[config.mk]
export PLATFORM = sky130hd
export DESIGN_NAME = johnson_trotter_permutation_step_unit
export DESIGN_NICKNAME = d
export VERILOG_FILES = /design/src/rtl/jtps_pkg.sv /design/src/rtl/johnson_trotter_permutation_step_unit.sv /design/src/rtl/jtps_dp.sv /design/src/rtl/jtps_ctrl.sv
export SDC_FILE = /design/constraint.sdc
export NUM_CORES = 1
export LEC_CHECK = 0
export ABC_AREA = 1
export BUFFER_PORTS_ARGS = -buffer_cell sky130_fd_sc_hd__buf_4
export CAP_MARGIN = 5
export CORE_ASPECT_RATIO = 1.2
export CORE_UTILIZATION = 50
export CTS_CLUSTER_SIZE = 24
export DETAILED_ROUTE_END_ITERATION = 10
export GPL_TIMING_DRIVEN = 0
export PLACE_DENSITY = 0.71
export SLEW_MARGIN = 15
export SYNTH_ARGS = -nofsm -noshare
export SYNTH_HDL_FRONTEND = slang
export SYNTH_SLANG_ARGS = --single-unit
export TNS_END_PERCENT = 30
[constraint.sdc]
create_clock -name clk -period 9.75 [get_ports clk]
set_input_delay 0.4875 -clock clk [delete_from_list [all_inputs] [get_ports clk]]
set_output_delay 0.4875 -clock clk [all_outputs]
set_load 0.01 [all_outputs]
[src/rtl/jtps_pkg.sv]
// Shared types and constants for the permutation step unit.
// No dependencies.
`timescale 1ns / 1ps
`default_nettype none

package jtps_pkg;

	localparam int WORD_W = 32;
	localparam int SIZE_W = 4;
	localparam int APB_DW = 32;
	localparam int APB_AW = 3;
	localparam int NIB_W  = 4;

	// Register index, taken from paddr[2].
	localparam logic REG_SIZE = 1'b0;

	typedef struct packed {
		logic capture;
		logic restart;
		logic step;
	} dp_cmd_t;

endpackage

`default_nettype wire

[src/rtl/johnson_trotter_permutation_step_unit.sv]
// Top level: Johnson-Trotter permutation step unit with APB size register.
// Depends on jtps_pkg, jtps_ctrl and jtps_dp.
// A restart item gives its result in the cycle after acceptance; an advance item passes through the
// search state, with the mobility flags captured on acceptance, and stalls new items until it is done.
// One restart item per cycle while result_stall is low.
// Reset: size 8, identity permutation, all arrows left, no result pending.
`timescale 1ns / 1ps
`default_nettype none

module johnson_trotter_permutation_step_unit #(
	parameter int MAX_SIZE = 8
) (
	input  wire                          clk,
	input  wire                          arst_n,
	input  wire                          psel,
	input  wire                          penable,
	input  wire                          pwrite,
	input  wire [jtps_pkg::APB_AW-1:0]   paddr,
	input  wire [jtps_pkg::APB_DW-1:0]   pwdata,
	output logic [jtps_pkg::APB_DW-1:0]  prdata,
	output logic                         pready,
	input  wire                          item_valid,
	output logic                         item_stall,
	input  wire                          restart,
	output logic                         result_valid,
	input  wire                          result_stall,
	output logic [jtps_pkg::WORD_W-1:0]  perm_word,
	output logic                         final_res
);

	import jtps_pkg::*;

	dp_cmd_t           cmd;
	logic              cfg_wr;
	logic [SIZE_W-1:0] size_val;

	assign pready = 1'b1;
	assign cfg_wr = psel && penable && pwrite && pready && (paddr[2] == REG_SIZE);
	assign prdata = (paddr[2] == REG_SIZE) ? APB_DW'(size_val) : '0;

	jtps_ctrl u_ctrl (
		.clk          (clk),
		.arst_n       (arst_n),
		.item_valid   (item_valid),
		.item_stall   (item_stall),
		.restart      (restart),
		.result_valid (result_valid),
		.result_stall (result_stall),
		.cmd          (cmd)
	);

	jtps_dp #(
		.MAX_SIZE (MAX_SIZE)
	) u_dp (
		.clk       (clk),
		.arst_n    (arst_n),
		.cmd       (cmd),
		.cfg_wr    (cfg_wr),
		.cfg_size  (pwdata[SIZE_W-1:0]),
		.size_val  (size_val),
		.perm_word (perm_word),
		.final_res (final_res)
	);

endmodule

`default_nettype wire

[src/rtl/jtps_dp.sv]
// Datapath: permutation values, arrows, size register, mobility search and result word.
// Depends on jtps_pkg.
`timescale 1ns / 1ps
`default_nettype none

module jtps_dp #(
	parameter int MAX_SIZE = 8
) (
	input  wire                          clk,
	input  wire                          arst_n,
	input  jtps_pkg::dp_cmd_t            cmd,
	input  wire                          cfg_wr,
	input  wire [jtps_pkg::SIZE_W-1:0]   cfg_size,
	output logic [jtps_pkg::SIZE_W-1:0]  size_val,
	output logic [jtps_pkg::WORD_W-1:0]  perm_word,
	output logic                         final_res
);

	import jtps_pkg::*;

	localparam int VW = $clog2(MAX_SIZE + 1);
	localparam int CW = (VW > SIZE_W) ? VW : SIZE_W;
	localparam int PK = (MAX_SIZE < 8) ? MAX_SIZE : 8;
	localparam int LV = $clog2(MAX_SIZE);
	localparam int L  = 2 ** LV;

	typedef logic [MAX_SIZE-1:0][VW-1:0] perm_t;

	logic [SIZE_W-1:0] size_q;
	logic [VW-1:0]     n_q;
	perm_t             perm_q;
	logic [MAX_SIZE-1:0] arr_q;
	logic [MAX_SIZE-1:0] mob_q;
	logic [WORD_W-1:0] word_q;
	logic              final_q;

	logic [MAX_SIZE-1:0] mob;
	logic [VW-1:0]       tv [0:LV][0:L-1];
	logic [VW-1:0]       maxv;
	logic                found;
	logic [MAX_SIZE-1:0] best;
	perm_t               nv;
	logic [MAX_SIZE-1:0] na;

	function automatic logic [VW-1:0] eff_n(input logic [SIZE_W-1:0] s);
		logic [CW-1:0] w;
		w = CW'(s);
		if (w == '0) w = CW'(1);
		if (w > CW'(MAX_SIZE)) w = CW'(MAX_SIZE);
		return w[VW-1:0];
	endfunction

	function automatic perm_t ident(input logic [VW-1:0] n);
		perm_t p;
		for (int i = 0; i < MAX_SIZE; i++) begin
			p[i] = (VW'(i) < n) ? VW'(i + 1) : '0;
		end
		return p;
	endfunction

	function automatic logic [WORD_W-1:0] pack(input perm_t p);
		logic [WORD_W-1:0] w;
		logic [CW-1:0]     t;
		w = '0;
		for (int i = 0; i < PK; i++) begin
			t = CW'(p[i]);
			w[NIB_W*i +: NIB_W] = t[NIB_W-1:0];
		end
		return w;
	endfunction

	always_comb begin
		for (int i = 0; i < MAX_SIZE; i++) begin
			mob[i] = 1'b0;
			if (!arr_q[i]) begin
				if (i != 0) mob[i] = perm_q[i-1] < perm_q[i];
			end else begin
				if (i + 1 < MAX_SIZE)
					mob[i] = (VW'(i + 1) < n_q) && (perm_q[i+1] < perm_q[i]);
			end
		end
	end

	always_comb begin
		for (int k = 0; k <= LV; k++) begin
			for (int j = 0; j < L; j++) begin
				tv[k][j] = '0;
			end
		end
		for (int j = 0; j < MAX_SIZE; j++) begin
			tv[0][j] = mob_q[j] ? perm_q[j] : '0;
		end
		for (int k = 0; k < LV; k++) begin
			for (int j = 0; j < (L >> (k + 1)); j++) begin
				tv[k+1][j] = (tv[k][2*j] > tv[k][2*j+1]) ? tv[k][2*j] : tv[k][2*j+1];
			end
		end
		maxv  = tv[LV][0];
		found = maxv != '0;
	end

	always_comb begin
		for (int i = 0; i < MAX_SIZE; i++) begin
			best[i] = found && mob_q[i] && (perm_q[i] == maxv);
		end
		for (int i = 0; i < MAX_SIZE; i++) begin
			nv[i] = perm_q[i];
			na[i] = arr_q[i];
			if (best[i]) begin
				if (arr_q[i]) begin
					if (i + 1 < MAX_SIZE) begin
						nv[i] = perm_q[i+1];
						na[i] = arr_q[i+1];
					end
				end else begin
					if (i != 0) begin
						nv[i] = perm_q[i-1];
						na[i] = arr_q[i-1];
					end
				end
			end
			if (i != 0) begin
				if (best[i-1] && arr_q[i-1]) begin
					nv[i] = perm_q[i-1];
					na[i] = arr_q[i-1];
				end
			end
			if (i + 1 < MAX_SIZE) begin
				if (best[i+1] && !arr_q[i+1]) begin
					nv[i] = perm_q[i+1];
					na[i] = arr_q[i+1];
				end
			end
			na[i] = na[i] ^ (nv[i] > maxv);
		end
	end

	always_ff @(posedge clk or negedge arst_n) begin
		if (!arst_n) begin
			size_q  <= SIZE_W'(8);
			n_q     <= eff_n(SIZE_W'(8));
			perm_q  <= ident(eff_n(SIZE_W'(8)));
			arr_q   <= '0;
			final_q <= 1'b0;
		end else if (cfg_wr) begin
			size_q <= cfg_size;
			n_q    <= eff_n(cfg_size);
			perm_q <= ident(eff_n(cfg_size));
			arr_q  <= '0;
		end else if (cmd.capture) begin
			final_q <= 1'b0;
			if (cmd.restart) begin
				perm_q <= ident(n_q);
				arr_q  <= '0;
			end
		end else if (cmd.step) begin
			final_q <= !found;
			if (found) begin
				perm_q <= nv;
				arr_q  <= na;
			end else begin
				perm_q <= ident(n_q);
				arr_q  <= '0;
			end
		end
	end

	always_ff @(posedge clk) begin
		if (cmd.capture) begin
			word_q <= cmd.restart ? pack(ident(n_q)) : pack(perm_q);
			mob_q  <= mob;
		end
	end

	assign size_val  = size_q;
	assign perm_word = word_q;
	assign final_res = final_q;

endmodule

`default_nettype wire

[src/rtl/jtps_ctrl.sv]
// Controller: item handshakes, search sequencing and result valid.
// Depends on jtps_pkg.
`timescale 1ns / 1ps
`default_nettype none

module jtps_ctrl (
	input  wire                clk,
	input  wire                arst_n,
	input  wire                item_valid,
	output logic               item_stall,
	input  wire                restart,
	output logic               result_valid,
	input  wire                result_stall,
	output jtps_pkg::dp_cmd_t  cmd
);

	import jtps_pkg::*;

	localparam logic ST_IDLE   = 1'b0;
	localparam logic ST_SEARCH = 1'b1;

	logic state_q;
	logic res_valid_q;
	logic accept;

	assign item_stall = !((state_q == ST_IDLE) && (!res_valid_q || !result_stall));
	assign accept     = item_valid && !item_stall;

	assign cmd.capture = accept;
	assign cmd.restart = restart;
	assign cmd.step    = state_q == ST_SEARCH;

	always_ff @(posedge clk or negedge arst_n) begin
		if (!arst_n) begin
			state_q     <= ST_IDLE;
			res_valid_q <= 1'b0;
		end else begin
			case (state_q)
				ST_IDLE: begin
					if (res_valid_q && !result_stall) res_valid_q <= 1'b0;
					if (accept) begin
						if (restart) res_valid_q <= 1'b1;
						else state_q <= ST_SEARCH;
					end
				end
				ST_SEARCH: begin
					res_valid_q <= 1'b1;
					state_q     <= ST_IDLE;
				end
				default: begin
					state_q <= ST_IDLE;
				end
			endcase
		end
	end

	assign result_valid = res_valid_q;

endmodule

`default_nettype wire
# Yosys cells after proc, flatten, opt, wreduce, memory -nomap -nowiden
# Cells that the tools add are included.
# word_totals
reg_bits	91
latchBits	0
mem_bits_rw	0
mem_bits_ro	0
input_bits	43
output_inout_bits	68
elab_cells	266
n_memories	0
# op_classes
n_addsub	0
multipliers	0
div	0
n_lt_le_gt_ge	46
n_eq_ne	9
shift	0
mux	121
bitwise_logic	11
n_reduce_logical	61
# ops
op	count
$mux W4	52
$mux W32	5
$gt A4 B4 Y1	15
$lt A4 B4 Y1	14
$mux W1	45
$logic_and A1 B1 Y1	43
$mux W8	5
$eq A4 B4 Y1	8
$lt A3 B4 Y1 const A	8
$mux W3	8
$lt A1 B4 Y1 const A	4
$lt A2 B4 Y1 const A	4
$logic_not A1 Y1	11
$mux W2	4
$xor A1 B1 Y1	8
$gt A4 B4 Y1 const B	1
$logic_not A4 Y1	1
$pmux W1 S2	2
$reduce_and A2 Y1	2
$reduce_bool A4 Y1	1
$ne A3 B3 Y1 const B	1
$not A1 Y1	3
$reduce_bool A3 Y1	1
$reduce_bool A2 Y1	1
$logic_or A1 B1 Y1	1

# Depth between registers and ports, before layout
# logic_depth
ltp_word	19
mapped_depth	49
mapped_depth_nobuf	48

# Hierarchy
# From an unflattened synthesis, not the netlist that was laid out.
# unflattened
cells_unflattened	1327
area_unflattened_um2	8968.6
# modules_own_cells
module	instances	cells_per_inst	area_per_inst_um2	seq_area_each_um2
jtps_dp	1	1271	8578.2	2446.1
johnson_trotter_permutation_step_unit	1	43	275.3	0.0
jtps_ctrl	1	13	115.1	50.0

# Least setup slack after synthesis
# Ideal clock, no wire load.
# synth_path
kind	flip-flop to flip-flop
from	register u_dp.mob_q[0]
to	register u_dp.arr_q[4]
setup_ns	0.117
arrival_ns	5.450
required_time_ns	9.633
slack_ns	4.183
path_stages_with_launch	47
n_path_buf	1
period_less_slack_ns	5.567
cell_sequence	edfxtp_1 -> nand2_1 -> inv_1 -> ha_1 -> nand2_1 -> a21oi_2 -> nand2_1 -> nand2_2 -> nand2_4 -> o21ai_0 -> inv_1 -> ha_1 -> nand2_1 -> a21oi_2 -> nand2_1 -> nand2_2 -> nand2_2 -> o21ai_0 -> (+11 left out) -> buf_6 -> nor2_4 -> nand4_4 -> nand2_2 -> inv_1 -> o21ai_1 -> inv_1 -> o22ai_1 -> inv_1 -> ha_1 -> o21ai_0 -> nand3_1 -> nand3_1 -> nand2_1 -> nand2_1 -> nand2_1 -> nand3_1 -> nand2_1
# synth_via
elab_chain_cells	19
elab_cells_between_ends	31
classes_between	order compare (4); eq/ne (3); mux (14); bitwise (1); reduce/logical (9)
# synth_lines
element	line	rtl
from (decl)	jtps_dp.sv:33	logic [MAX_SIZE-1:0] mob_q;
from (signal assigned)	jtps_dp.sv:171	mob_q <= mob;
$mux W4 *	jtps_dp.sv:91	tv[0][j] = mob_q[j] ? perm_q[j] : '0;
$gt A4 B4 Y1	jtps_dp.sv:95	tv[k+1][j] = (tv[k][2*j] > tv[k][2*j+1]) ? tv[k][2*j] : tv[k][2*j+1];
$mux W4 *	jtps_dp.sv:95	
$gt A4 B4 Y1	jtps_dp.sv:95	
$mux W4 *	jtps_dp.sv:95	
$gt A4 B4 Y1	jtps_dp.sv:95	
$mux W4 *	jtps_dp.sv:95	
$reduce_bool A4 Y1	jtps_dp.sv:99	found = maxv != '0;
(+3 left out)	-	
$mux W4	jtps_dp.sv:123	if (best[i-1] && arr_q[i-1]) begin
$mux W4	jtps_dp.sv:129	if (best[i+1] && !arr_q[i+1]) begin
$gt A4 B4 Y1	jtps_dp.sv:134	na[i] = na[i] ^ (nv[i] > maxv);
$xor A1 B1 Y1	jtps_dp.sv:134	
$mux W8 *	jtps_dp.sv:158	if (found) begin
$mux W8 *	jtps_dp.sv:156	end else if (cmd.step) begin
$mux W8 *	jtps_dp.sv:150	end else if (cmd.capture) begin
$mux W8 *	jtps_dp.sv:145	end else if (cfg_wr) begin
to (signal assigned)	jtps_dp.sv:160	arr_q <= na;
to (decl)	jtps_dp.sv:32	logic [MAX_SIZE-1:0] arr_q;
# Every way passes the cells marked *; elsewhere a longest branch is shown, timed or not. The select of a mux whose other input is x is not followed.
# A chain may end at the register's enable or synchronous reset.

# Worst setup path in the final report
# Same ends and word-level chain as after synthesis.

==> impl_results.rst <==
.. list-table::
   :header-rows: 1

   * - Metric
     - Value
   * - Outcome
     - completed
   * - Detailed Routing Iterations Pass 1
     - 6
   * - Total area of sequential cells
     - 2500 µm²
   * - Worst-case register-to-register setup slack
     - 2.99 ns
   * - Synth area leaders
     - nand2_1, edfxtp_1, dfrtp_1
   * - Number of core rows
     - 53
   * - Sequential fraction of the synthesis area
     - 28.0%
   * - Number of antenna violations at the first check in global routing
     - 0
   * - Vias per cell
     - 5.69
   * - Last weighted congestion value of the routability-driven placer
     - 0.964
   * - Clock slew at reported path FFs
     - around 0.080 ns
   * - Clock Root Buffer
     - clkbuf_16
   * - Worst Path Required
     - about 10 ns
   * - Number of synthesized flops with an enable pin
     - 40
   * - Final-layout fill cell count
     - 1756
   * - Via count of the first global-routing pass
     - 8425
   * - Path type of the worst setup path
     - reg2reg
   * - Setup repair after global routing missed its margin
     - no
   * - Total count of hold-check failures in the final report
     - 0
   * - Antenna Diode Count
     - 0
   * - Total wire length after detailed routing
     - 29100 µm
   * - Clock Skew
     - 0.00603 ns
   * - Number of nets with antenna violations after detailed routing
     - 0
   * - Final period util
     - between 60% and 70%
   * - Measured slew at the worst slew-check pin
     - 1.08 ns
   * - Number of non-filler instances in the completed layout
     - 1605
   * - Worst path buffer plus inverter count
     - 6
   * - Initial cell density of the core
     - 51.0%
   * - Overall die width
     - between 100 and 150 µm
   * - Type of the tightest min-delay check
     - in2async
   * - Main flop type after synthesis
     - edfxtp_1
   * - Area of the multi-input gates
     - 5540 µm²
   * - Clock net sink count
     - 91
   * - Maximum clock frequency
     - roughly 0.15 GHz
   * - Area growth syn-to-layout
     - 12.0%
   * - Cell count after placement
     - 1589
   * - WL per Instance
     - between 15 and 20 µm
   * - Post-route minimum period
     - 6.76 ns
   * - Clock buffers created by TritonCTS
     - 9
   * - CP delay by family, top
     - simple AND/OR/NAND/NOR gates
   * - Count of distinct cell types in the synthesized netlist
     - 53
   * - Number of warnings reported in the yosys synthesis log
     - 0
   * - Setup violations, final
     - 0
   * - Overall via count from detail_route
     - 9129
   * - CTS tree
     - done
   * - Overall Global Routing Usage
     - 33.0%
   * - CP max stage cell
     - edfxtp_1
   * - Startpoint types
     - register
   * - Reg2Reg Launch Point
     - u_dp.mob_q[0]
   * - Ports placed on the boundary
     - 111
   * - Total die area
     - 18400 µm²
   * - Critical path's largest stage delay
     - 0.46 ns
   * - Post-Place Setup Slack
     - a little over 3 ns
   * - Detailed router's first-iteration violation count
     - 808
   * - Netlist area before placement
     - 8920 µm²
   * - Max Transition Viols Final
     - 0
   * - Post-synthesis register bit count
     - 91
   * - Bufs on Longest Clock Path
     - 2
   * - Buffer count from post-CTS setup fixing
     - 0
   * - PostCTS Resize Cnt
     - 0
   * - Minimum setup slack in the final design
     - 2.99 ns
   * - Setup TNS
     - 0 ns
   * - Number of max-cap violations
     - 0
   * - Largest net degree at the start of global routing
     - 52
   * - Proportion of layout cells with a drive suffix above 1
     - 16.8%
   * - Critical path arrival
     - 7.02 ns
   * - Area share of the largest cell type after synthesis
     - 16.2%
   * - Proportion of register bits with asynchronous set or reset after synthesis
     - roughly 56%
   * - IO Port Bufs
     - 51
   * - Cells after synthesis
     - around 1300
   * - Total grt overflow
     - 0
   * - Die Span Y
     - roughly 150 µm
   * - Count of nets after finishing
     - 1476
   * - Average cell area after synthesis
     - 6.91 µm²
   * - H-tree levels
     - 3
   * - CP Capture Type
     - register
   * - Library cell with the largest summed area after synthesis
     - nand2_1
   * - Most used cell along the critical path
     - nand2_1
   * - Global-route wire length before repair
     - approximately 45000 µm
   * - Insertion delay to the later sink of the worst-skew pair
     - approximately 0.37 ns
   * - Max FO, Critical Path
     - 13
   * - Count of unresolved DRC violations after routing
     - 0
   * - Core area
     - ~18000 µm²
   * - Half-perimeter wire length after placement
     - 22000 µm
   * - Worst-case headroom to the max-slew limit
     - between 20% and 30%
   * - R2R depth
     - 45
   * - Destination of the worst register-to-register timing path
     - u_dp.arr_q[4]
   * - Cts hold-fix bufs
     - 0
layout by cell type, fill, tap and decap left out, types with 8 or more instances in the layout:
cell type / Yosys / final
ha_1: 53 / 53
o21ai_0: 86 / 86
nor2_4: 16 / 16
clkbuf_16: 0 / 10
clkbuf_1: 12 / 11
a22oi_1: 9 / 9
o22ai_1: 11 / 11
o21ai_1: 8 / 8
inv_2: 11 / 11
a21oi_1: 33 / 33
nand4_1: 13 / 13
nor2_2: 11 / 11
buf_4: 29 / 80
conb_1: 2 / 29
o211ai_1: 8 / 8
nand2_2: 33 / 33
nand3_1: 155 / 155
nand2_1: 384 / 384
dfrtp_1: 36 / 36
nor2_1: 74 / 74
inv_1: 163 / 163
dfstp_2: 15 / 15
edfxtp_1: 40 / 40
nand2_4: 9 / 9
sequential cells by signal, indices dropped and copies added, names as in the netlist, 4 cells and up:
signal / flops
u_dp.perm_word: 32
u_dp.n_q: 4
u_dp.perm_q: 32
u_dp.arr_q: 8
u_dp.mob_q: 8
u_dp.size_val: 4
synthesized netlist by cell type (all sizes together), types with 4 or more instances:
| cell | n |
|---|---|
| nand2 | 430 |
| inv | 174 |
| nand3 | 164 |
| nor2 | 101 |
| o21ai | 96 |
| ha | 53 |
| edfxtp | 40 |
| a21oi | 36 |
| buf | 36 |
| dfrtp | 36 |
| nand4 | 27 |
| dfstp | 15 |
| clkbuf | 12 |
| o22ai | 11 |
| a22oi | 9 |
| o211ai | 9 |
| nand3b | 5 |
| o21bai | 5 |
| o31ai | 5 |
| a32o | 4 |
final cells by class:
| class | count | share of cell area, % |
|---|---|---|
| multi-input cells | 1004 | 55.4 |
| flip-flops and latches | 91 | 25.0 |
| inverters | 175 | 6.58 |
| repair buffers | 51 | 3.83 |
| plain buffers | 48 | 3.38 |
| well taps | 220 | 2.76 |
| clock buffers | 10 | 2.51 |
| clock inverters | 6 | 0.539 |
routing by layer:
| metal | vias to the layer above | routed length [µm] | GRT usage (%) |
|---|---|---|---|
| li1 | 4413 | - | - |
| met1 | 4204 | 11800 | 43.3 |
| met2 | 442 | 13700 | 52.9 |
| met3 | 70 | 2670 | 5.44 |
| met4 | 0 | 1030 | 15.1 |
| met5 | - | 0 | 0 |
worst max path at each step:
stage | startpoint | endpoint | slack, ns | depth (start not counted)
2_1_floorplan | u_dp.mob_q[0] | u_dp.arr_q[4] | 4.18 | 46
3_3_place_gp | u_dp.perm_q[3] | u_dp.arr_q[4] | 3.22 | 45
3_5_place_dp | u_dp.mob_q[0] | u_dp.arr_q[4] | 3.07 | 45
4_1_cts | u_dp.perm_q[3] | u_dp.arr_q[4] | 3.05 | 45
5_1_grt | u_dp.perm_q[3] | u_dp.arr_q[2] | 2.33 | 45
6_report | u_dp.mob_q[0] | u_dp.arr_q[4] | 2.99 | 45
per-stage QoR:
step	area [µm²]	utilization [%]	hold WS, ns
after floorplan	9020	-	0.192
after global placement	9680	55.3	0.491
after detailed placement	9690	55.3	0.481
after CTS	9990	57.1	0.194
after global routing	9990	57.1	0.229
final	9990	57.1	0.170
cell families after synthesis:
| family | Yosys count | synth area share (%) |
|---|---|---|
| compound gates | 191 | 12.7 |
| fa+ha+maj | 53 | 7.43 |
| buf+inv | 223 | 11.1 |
| flops | 91 | 28.0 |
| other cells | 2 | 0.0842 |
| simple gates | 731 | 40.7 |
Power is not shown: default switching activity piles up to over one toggle a cycle in this logic, so the estimate is an artifact.
